[src/hsfd_pkg.sv]
// ----------------------------------------------------------------------------
// hsfd_pkg
// payload types, frame positions, conversion constants and the crc-8 step
// ----------------------------------------------------------------------------
`default_nettype none

package hsfd_pkg;

  // byte positions inside a measurement frame
  localparam logic [2:0] POS_T_MSB = 3'd0;
  localparam logic [2:0] POS_T_LSB = 3'd1;
  localparam logic [2:0] POS_T_CRC = 3'd2;
  localparam logic [2:0] POS_H_MSB = 3'd3;
  localparam logic [2:0] POS_H_LSB = 3'd4;
  localparam logic [2:0] POS_H_CRC = 3'd5;

  localparam logic [7:0] CRC_POLY   = 8'h31;
  localparam logic [7:0] CRC_INIT   = 8'hFF;

  localparam logic [28:0] TEMP_MUL    = 29'd4375;
  localparam int unsigned TEMP_SHIFT  = 14;
  localparam logic [15:0] TEMP_OFFSET = 16'd4500;
  localparam logic [25:0] HUM_MUL     = 26'd625;
  localparam int unsigned HUM_SHIFT   = 12;
  localparam logic [13:0] HUM_MAX     = 14'd9999;

  typedef struct packed {
    logic [7:0] rx_byte;
    logic       frame_start;
  } hsfd_in_t;

  typedef struct packed {
    logic signed [14:0] temp_centi;
    logic [13:0]        humidity_centi;
    logic               temp_crc_bad;
    logic               hum_crc_bad;
  } hsfd_out_t;

  // one byte through the msb-first crc-8 shift register
  function automatic logic [7:0] crc8_update(input logic [7:0] crc, input logic [7:0] b);
    logic [7:0] c;
    c = crc ^ b;
    for (int k = 0; k < 8; k++) begin
      if (c[7]) begin
        c = {c[6:0], 1'b0} ^ CRC_POLY;
      end else begin
        c = {c[6:0], 1'b0};
      end
    end
    return c;
  endfunction

endpackage

`default_nettype wire

[src/humidity_sensor_frame_decoder.sv]
// ----------------------------------------------------------------------------
// humidity_sensor_frame_decoder
// crc-checked six-byte temperature/humidity frame to scaled result
// ----------------------------------------------------------------------------
// usage
// - input channel (in_valid_i / in_stall_o / in_data_i) takes one frame byte
//   per transfer: temp msb, lsb, crc, then hum msb, lsb, crc
// - frame_start on a byte makes it the temp msb and drops any partial frame
// - output channel (out_valid_o / out_stall_i / out_data_o) gives one result
//   per complete frame, after the humidity crc byte
// - latency: the result is valid in the cycle after the sixth byte transfer
// - throughput: one byte per cycle while in_stall_o is low; the crc step and both
//   constant multiplies sit in a single stage in front of the output register
// - a result waiting in the output register while out_stall_i is high holds
//   in_stall_o high; with the output free, bytes go in every cycle
// - reset clears the byte position, the crc to all ones, the assembled
//   words and the output valid
// ----------------------------------------------------------------------------
`default_nettype none

module humidity_sensor_frame_decoder (
  input  wire logic               clk_i,
  input  wire logic               rst_ni,
  input  wire logic               in_valid_i,
  output logic                    in_stall_o,
  input  wire hsfd_pkg::hsfd_in_t in_data_i,
  output logic                    out_valid_o,
  input  wire logic               out_stall_i,
  output hsfd_pkg::hsfd_out_t     out_data_o
);

  // frame state
  logic [2:0]  pos_q, pos_d;
  logic [7:0]  crc_q, crc_d;
  logic [15:0] temp_raw_q, temp_raw_d;
  logic [15:0] hum_raw_q, hum_raw_d;
  logic        temp_fail_q, temp_fail_d;

  // output register
  logic                out_valid_q;
  hsfd_pkg::hsfd_out_t out_data_q;
  hsfd_pkg::hsfd_out_t result;

  logic       in_xfer;
  logic       produce;
  logic [2:0] pos_eff;
  logic [7:0] b;

  // conversion datapath
  logic [28:0] t_prod;
  logic [15:0] t_centi;
  logic [25:0] h_prod;

  // hold the input only while a finished result is blocked downstream
  assign in_stall_o = out_valid_q & out_stall_i;
  assign in_xfer    = in_valid_i & ~in_stall_o;
  assign b          = in_data_i.rx_byte;

  // frame_start restarts the frame; unreachable positions behave as the first byte
  always_comb begin
    if (in_data_i.frame_start || pos_q > hsfd_pkg::POS_H_CRC) begin
      pos_eff = hsfd_pkg::POS_T_MSB;
    end else begin
      pos_eff = pos_q;
    end
  end

  always_comb begin
    pos_d       = pos_q;
    crc_d       = crc_q;
    temp_raw_d  = temp_raw_q;
    hum_raw_d   = hum_raw_q;
    temp_fail_d = temp_fail_q;
    produce     = 1'b0;
    if (in_xfer) begin
      pos_d = (pos_eff == hsfd_pkg::POS_H_CRC) ? hsfd_pkg::POS_T_MSB : pos_eff + 3'd1;
      unique case (pos_eff)
        hsfd_pkg::POS_T_MSB: begin
          temp_raw_d = {b, 8'h00};
          crc_d      = hsfd_pkg::crc8_update(hsfd_pkg::CRC_INIT, b);
        end
        hsfd_pkg::POS_T_LSB: begin
          temp_raw_d = {temp_raw_q[15:8], b};
          crc_d      = hsfd_pkg::crc8_update(crc_q, b);
        end
        hsfd_pkg::POS_T_CRC: begin
          temp_fail_d = (b != crc_q);
          crc_d       = hsfd_pkg::CRC_INIT;
        end
        hsfd_pkg::POS_H_MSB: begin
          hum_raw_d = {b, 8'h00};
          crc_d     = hsfd_pkg::crc8_update(hsfd_pkg::CRC_INIT, b);
        end
        hsfd_pkg::POS_H_LSB: begin
          hum_raw_d = {hum_raw_q[15:8], b};
          crc_d     = hsfd_pkg::crc8_update(crc_q, b);
        end
        hsfd_pkg::POS_H_CRC: begin
          crc_d   = hsfd_pkg::CRC_INIT;
          produce = 1'b1;
        end
        default: begin
          pos_d = hsfd_pkg::POS_T_MSB;
        end
      endcase
    end
  end

  // both words are already registered when the humidity crc byte arrives
  assign t_prod  = 29'(temp_raw_q) * hsfd_pkg::TEMP_MUL;
  assign t_centi = {1'b0, t_prod[28:hsfd_pkg::TEMP_SHIFT]} - hsfd_pkg::TEMP_OFFSET;
  assign h_prod  = 26'(hum_raw_q) * hsfd_pkg::HUM_MUL;

  always_comb begin
    result.temp_centi     = $signed(t_centi[14:0]);
    result.humidity_centi = h_prod[25:hsfd_pkg::HUM_SHIFT];
    result.temp_crc_bad   = temp_fail_q;
    result.hum_crc_bad    = (b != crc_q);
  end

  always_ff @(posedge clk_i or negedge rst_ni) begin
    if (!rst_ni) begin
      pos_q       <= hsfd_pkg::POS_T_MSB;
      crc_q       <= hsfd_pkg::CRC_INIT;
      temp_raw_q  <= '0;
      hum_raw_q   <= '0;
      temp_fail_q <= 1'b0;
      out_valid_q <= 1'b0;
    end else begin
      pos_q       <= pos_d;
      crc_q       <= crc_d;
      temp_raw_q  <= temp_raw_d;
      hum_raw_q   <= hum_raw_d;
      temp_fail_q <= temp_fail_d;
      if (produce) begin
        out_valid_q <= 1'b1;
      end else if (!out_stall_i) begin
        out_valid_q <= 1'b0;
      end
    end
  end

  // payload only, loaded with each new result
  always_ff @(posedge clk_i) begin
    if (produce) begin
      out_data_q <= result;
    end
  end

  assign out_valid_o = out_valid_q;
  assign out_data_o  = out_data_q;

endmodule

`default_nettype wire

[config.mk]
export PLATFORM = sky130hd
export DESIGN_NAME = humidity_sensor_frame_decoder
export DESIGN_NICKNAME = d
export VERILOG_FILES = /design/src/hsfd_pkg.sv /design/src/humidity_sensor_frame_decoder.sv
export SDC_FILE = /design/constraint.sdc
export NUM_CORES = 1
export LEC_CHECK = 0
export ABC_AREA = 0
export BUFFER_PORTS_ARGS = -buffer_cell sky130_fd_sc_hd__buf_2
export CAP_MARGIN = 20
export CORE_AREA = 2 2 126 128
export DETAILED_ROUTE_END_ITERATION = 10
export DIE_AREA = 0 0 128 130
export PLACE_DENSITY = 0.75
export SYNTH_ARGS = -nofsm -noshare
export SYNTH_HDL_FRONTEND = slang
export SYNTH_SLANG_ARGS = --single-unit
[constraint.sdc]
create_clock -name clk_i -period 18.2 [get_ports clk_i]
set_clock_uncertainty 0.2 [all_clocks]
set_input_delay 3.64 -clock clk_i [delete_from_list [all_inputs] [get_ports clk_i]]
set_output_delay 3.64 -clock clk_i [all_outputs]
set_load 0.02 [all_outputs]
---- Yosys cells after proc, flatten, opt, wreduce, memory -nomap -nowiden ----
Index checks and enable logic that the tools add are counted.
operators by class
  multiply operators ...................... 2
  magnitude comparators ................... 1
  bitwise logic cells ..................... 37
  equality and inequality tests ........... 7
  $add $sub $neg .......................... 2
  mux-type cells .......................... 96
  reduce and logical (&&, ||, !) cells .... 13
operators by type and width
  operator                  number
  $mux W8                   56
  $mux W6                   30
  $not A3 Y3                30
  $pmux W16 S2              2
  $pmux W8 S5               1
  $mul A16 B13 Y29 const B  1
  $mul A16 B10 Y26 const B  1
  $sub A15 B13 Y15 const B  1
  $mux W3                   3
  $ne A8 B8 Y1              1
  $not A8 Y8                1
  $reduce_and A2 Y1         4
  $xor A8 B8 Y8             1
  $eq A3 B2 Y1 const B      2
  $eq A3 B3 Y1 const B      2
  $reduce_and A3 Y1         2
  $reduce_or A6 Y1          1
  $reduce_bool A5 Y1        1
  $mux W1                   4
  $reduce_bool A2 Y1        2
  $add A3 B1 Y3 const B     1
  $eq A3 B1 Y1 const B      1
  $gt A3 B3 Y1 const B      1
  $logic_not A3 Y1          1
  5 further kinds           8
storage, ports and cells
  bits of input ports ..................... 13
  logic and storage cells ................. 170
  register bits ........................... 76

---- Logic depth before layout (Yosys ltp) ----
  depth after elaboration ................. 33
  gate-level depth with buffers ........... 21
  depth with buffers taken out ............ 21

---- Worst setup path before layout ----
No wires, ideal clock.
  kind .................................... input to output
  from .................................... input out_stall_i
  to ...................................... output in_stall_o
  setup slack ............................. 10.500 ns
  buffers on the path ..................... 0
  data arrival time ....................... 3.860 ns
  stages on the path ...................... 2
  data required time ...................... 14.360 ns
  path through ............................ nand2_1 inv_1
on the way
  longest elaborated chain between the ends .. 1
ends and longest elaborated chain
  what                RTL line                             source
  start: declaration  humidity_sensor_frame_decoder.sv:28  input wire logic out_stall_i,
  $and A1 B1 Y1       humidity_sensor_frame_decoder.sv:55  assign in_stall_o = out_valid_q & out_stall_i;
  end: declaration    humidity_sensor_frame_decoder.sv:25  output logic in_stall_o,
No other way between the ends.

---- Final worst setup path ----
Same ends and word-level chain as after synthesis.

==> metrics.md <==
| Metric | Value |
|---|---|
| Per-cell routed wire length | 14.32 um |
| Row count | between 40 and 50 |
| Core box area | approximately 15000 um2 |
| DRT antenna net count | 0 |
| Final WL | 16730 um |
| Count of cell types in the netlist | 64 |
| Setup Viol. Count Final | 0 |
| DRC Markers | 0 |
| Min Tclk post-route | 7.881 ns |
| HPWL Detailed | roughly 14000 um |
| Clock latency on the worst-skew pair | 0.35 ns |
| GRT Residual Overflow | 0 |
| Synth Cell Area | about 9000 um2 |
| Worst Hold Depth | 0 |
| Longest Clk Path Bufs | 2 |
| Gpl congestion | slightly above 0.8 |
| CTS Buf Count | 9 |
| Total GRT Usage | 22.29% |
| Area of the die | between 15000 and 20000 um2 |
| Area leader, netlist | ha_1 |
| Clk sink count | 76 |
| Crit-path max FO | 3 |
| Synth-to-Final Area Change | 8.504% |
| Setup bufs post-CTS | 0 |
| Worst Hold Class | reg -> reg |
| CTS root buffer | clkbuf_16 |
| Pre-CTS WS | a little over 10 ns |
| Most common cell in the netlist | inv_1 |
| CP startpoint kind | input pin |
| First-pass GRT wire length | 29640 um |
| Initial Util | between 50% and 60% |
| Unrepaired setup endpoints after global routing | false |
| Nets | 1227 |
| Critical setup path kind | in -> out |
| Post-DR vias/cell | between 5 and 6 |
| Reg clk slew, reported paths | 0.06 ns |
| ANT cells | 0 |
| Top_reg_cell synth | dfrtp_1 |
| Critical Path AT | 4.04 ns |
| 1st-iter DRT viols | 333 |
| Hold-fix buffers, CTS | 0 |
| Fillers | around 1300 |
| Seq/Total Area, Yosys | a little under a quarter |
| CP cell instances | buf_2 > nand2_1 > inv_1 > buf_2 |
| Height of the die | around 130 um |
| Yosys reg bits | 76 |
| H-Tree Level Count | 3 |
| Max Cap Viol | 0 |
| Layout cells sized above 1 | between 9 and 10% |
| Post-cts resize count | 0 |
| Most used cell, CP | buf_2 |
| Worst path slowest cell | buf_2 |
| Cell count of the worst reg-to-reg path | 19 |
| I/O pin count | 46 |
| Multi-input combinational cell area | 6186 um2 |
| Critical Path Max Stage Delay | 0.15 ns |
| EDFF count, synth | 31 |
| Least-Margin Pin Slew | 0.9631 ns |
| Synth top area share | 22.89% |
| Router iterations before antenna repair | 4 |
| Vias in the first global route | 6397 |
| Final Hold Viols | 0 |
| Reg area | 2067 um2 |
| Vias | between 6000 and 7000 |
| Antenna violations before repair | 0 |
| Worst rel slew slack | 35.36% |
| Slew Viols, Final | 0 |
| Yosys warns | 0 |
| Die Width | 128 um |
| Outcome | finished, final reports clean |
| WHS | 0.2488 ns |
| Fmax | 126.9 MHz |
| IO buf count | 45 |
| Post-Syn Instances | 927 |
| Crit end category | primary output |
| Largest net degree at the start of global routing | between 40 and 50 |
| Top post-synthesis cells by count | inv_1 (190), ha_1 (165), fa_1 (78) |
| Synth top area cells | ha_1 (23%), fa_1 (17%), edfxtp_1 (10%), dfrtp_1 (10%), inv_1 (7.9%) |
| Worst EP required | 14.36 ns |
| Worst Setup Slack, final | just over 10 ns |
| Fraction of registers with async set/reset | 59.21% |
| CTS tree | yes |
| Setup TNS | 0 ns |
| Syn avg cell area | 9.729 um2 |
| Syn nets | about 1200 |
| Final Cycle Share | 43.30% |
==> path summary, 6_finish.rpt <==
kind | from | to | slack (ns)
setup / recovery | out_stall_i | in_stall_o | 10.32
hold / removal | temp_fail_q$_DFFE_PN0P_ | out_data_o[1]$_DFFE_PP_ | 0.25
setup reg to reg | temp_raw_q[8]$_DFFE_PN0P_ | out_data_o[30]$_DFFE_PP_ | 11.89
hold reg to reg | temp_fail_q$_DFFE_PN0P_ | out_data_o[1]$_DFFE_PP_ | 0.25
max in group asynchronous | rst_ni | crc_q[7]$_DFFE_PN1P_ | 14.41
min in group asynchronous | rst_ni | crc_q[1]$_DFFE_PN1P_ | 3.09
==> cells in the final DEF (no fill, tap or decap), drive strengths merged, types with 6 or more instances in the layout <==
| cell | netlist | final |
|---|---|---|
| a211oi | 12 | 12 |
| a21o | 12 | 12 |
| a21oi | 20 | 20 |
| a22o | 9 | 9 |
| and2 | 10 | 10 |
| buf | 1 | 48 |
| clkbuf | 14 | 11 |
| dfrtp | 37 | 37 |
| dfstp | 8 | 8 |
| edfxtp | 31 | 31 |
| fa | 78 | 78 |
| ha | 165 | 165 |
| inv | 190 | 193 |
| mux2 | 9 | 9 |
| nand2 | 71 | 71 |
| nand3 | 18 | 18 |
| nor2 | 37 | 37 |
| nor2b | 6 | 6 |
| nor3 | 18 | 18 |
| o211ai | 6 | 6 |
| o21a | 6 | 6 |
| o21ai | 34 | 34 |
| or3 | 7 | 7 |
| xnor2 | 33 | 33 |
| xor2 | 24 | 24 |
==> worst max-delay path, delay by kind of cell <==
kind,cells,cell delay (ns)
simple gates,1,0.09
buf+inv,3,0.31
==> area by class of cell <==
class                   instances  area share (%)
inverters                     190           7.288
clock buffers                  11           2.596
multi-input cells             646           63.21
clock inverters                 5          0.6649
well taps                     192           2.455
flip-flops and latches         76           21.12
repair buffers                 48           2.660
==> metal layers <==
metal / up-vias / track usage [%] / routed length, um
li1: 3203 / - / -
met1: 3055 / 29.44 / 7645
met2: 86 / 39.07 / 8382
met3: 16 / 3.485 / 510
met4: 0 / 5.042 / 189
met5: - / 0 / 0
==> cells by family (layout without fill, tap and decap cells) <==
logic type               count (synthesis)  after routing  share of synthesized area (%)
adder cells (fa/ha/maj)                243            243                          40.21
buffers and inverters                  205            254                          8.546
multiplexers                            11             11                          1.346
flip-flops                              76             76                          22.92
AO/OA/AOI/OAI                          138            138                          10.97
XOR/XNOR                                57             57                          5.536
AND/OR/NAND/NOR                        197            197                          10.47
==> metrics by stage <==
step           instance area (um2)  util, %  cells
3_3_place_gp                  9447    61.24   1151
6_report                      9786    63.44   1168
2_1_floorplan                 9019        -    927
5_1_grt                       9786    63.44   1168
3_5_place_dp                  9447    61.24   1151
4_1_cts                       9766    63.31   1167
==> registers in the layout (all words and copies together) (netlist names) <==
| register | flops |
|---|---|
| pos_q | 3 |
| temp_fail_q | 1 |
| out_data_o | 31 |
| out_valid_o | 1 |
| hum_raw_q | 16 |
| crc_q | 8 |
| temp_raw_q | 16 |
Power is left out: the tool's default activity adds up to more than one toggle a clock period on the data nets, which glitch-free logic cannot reach.
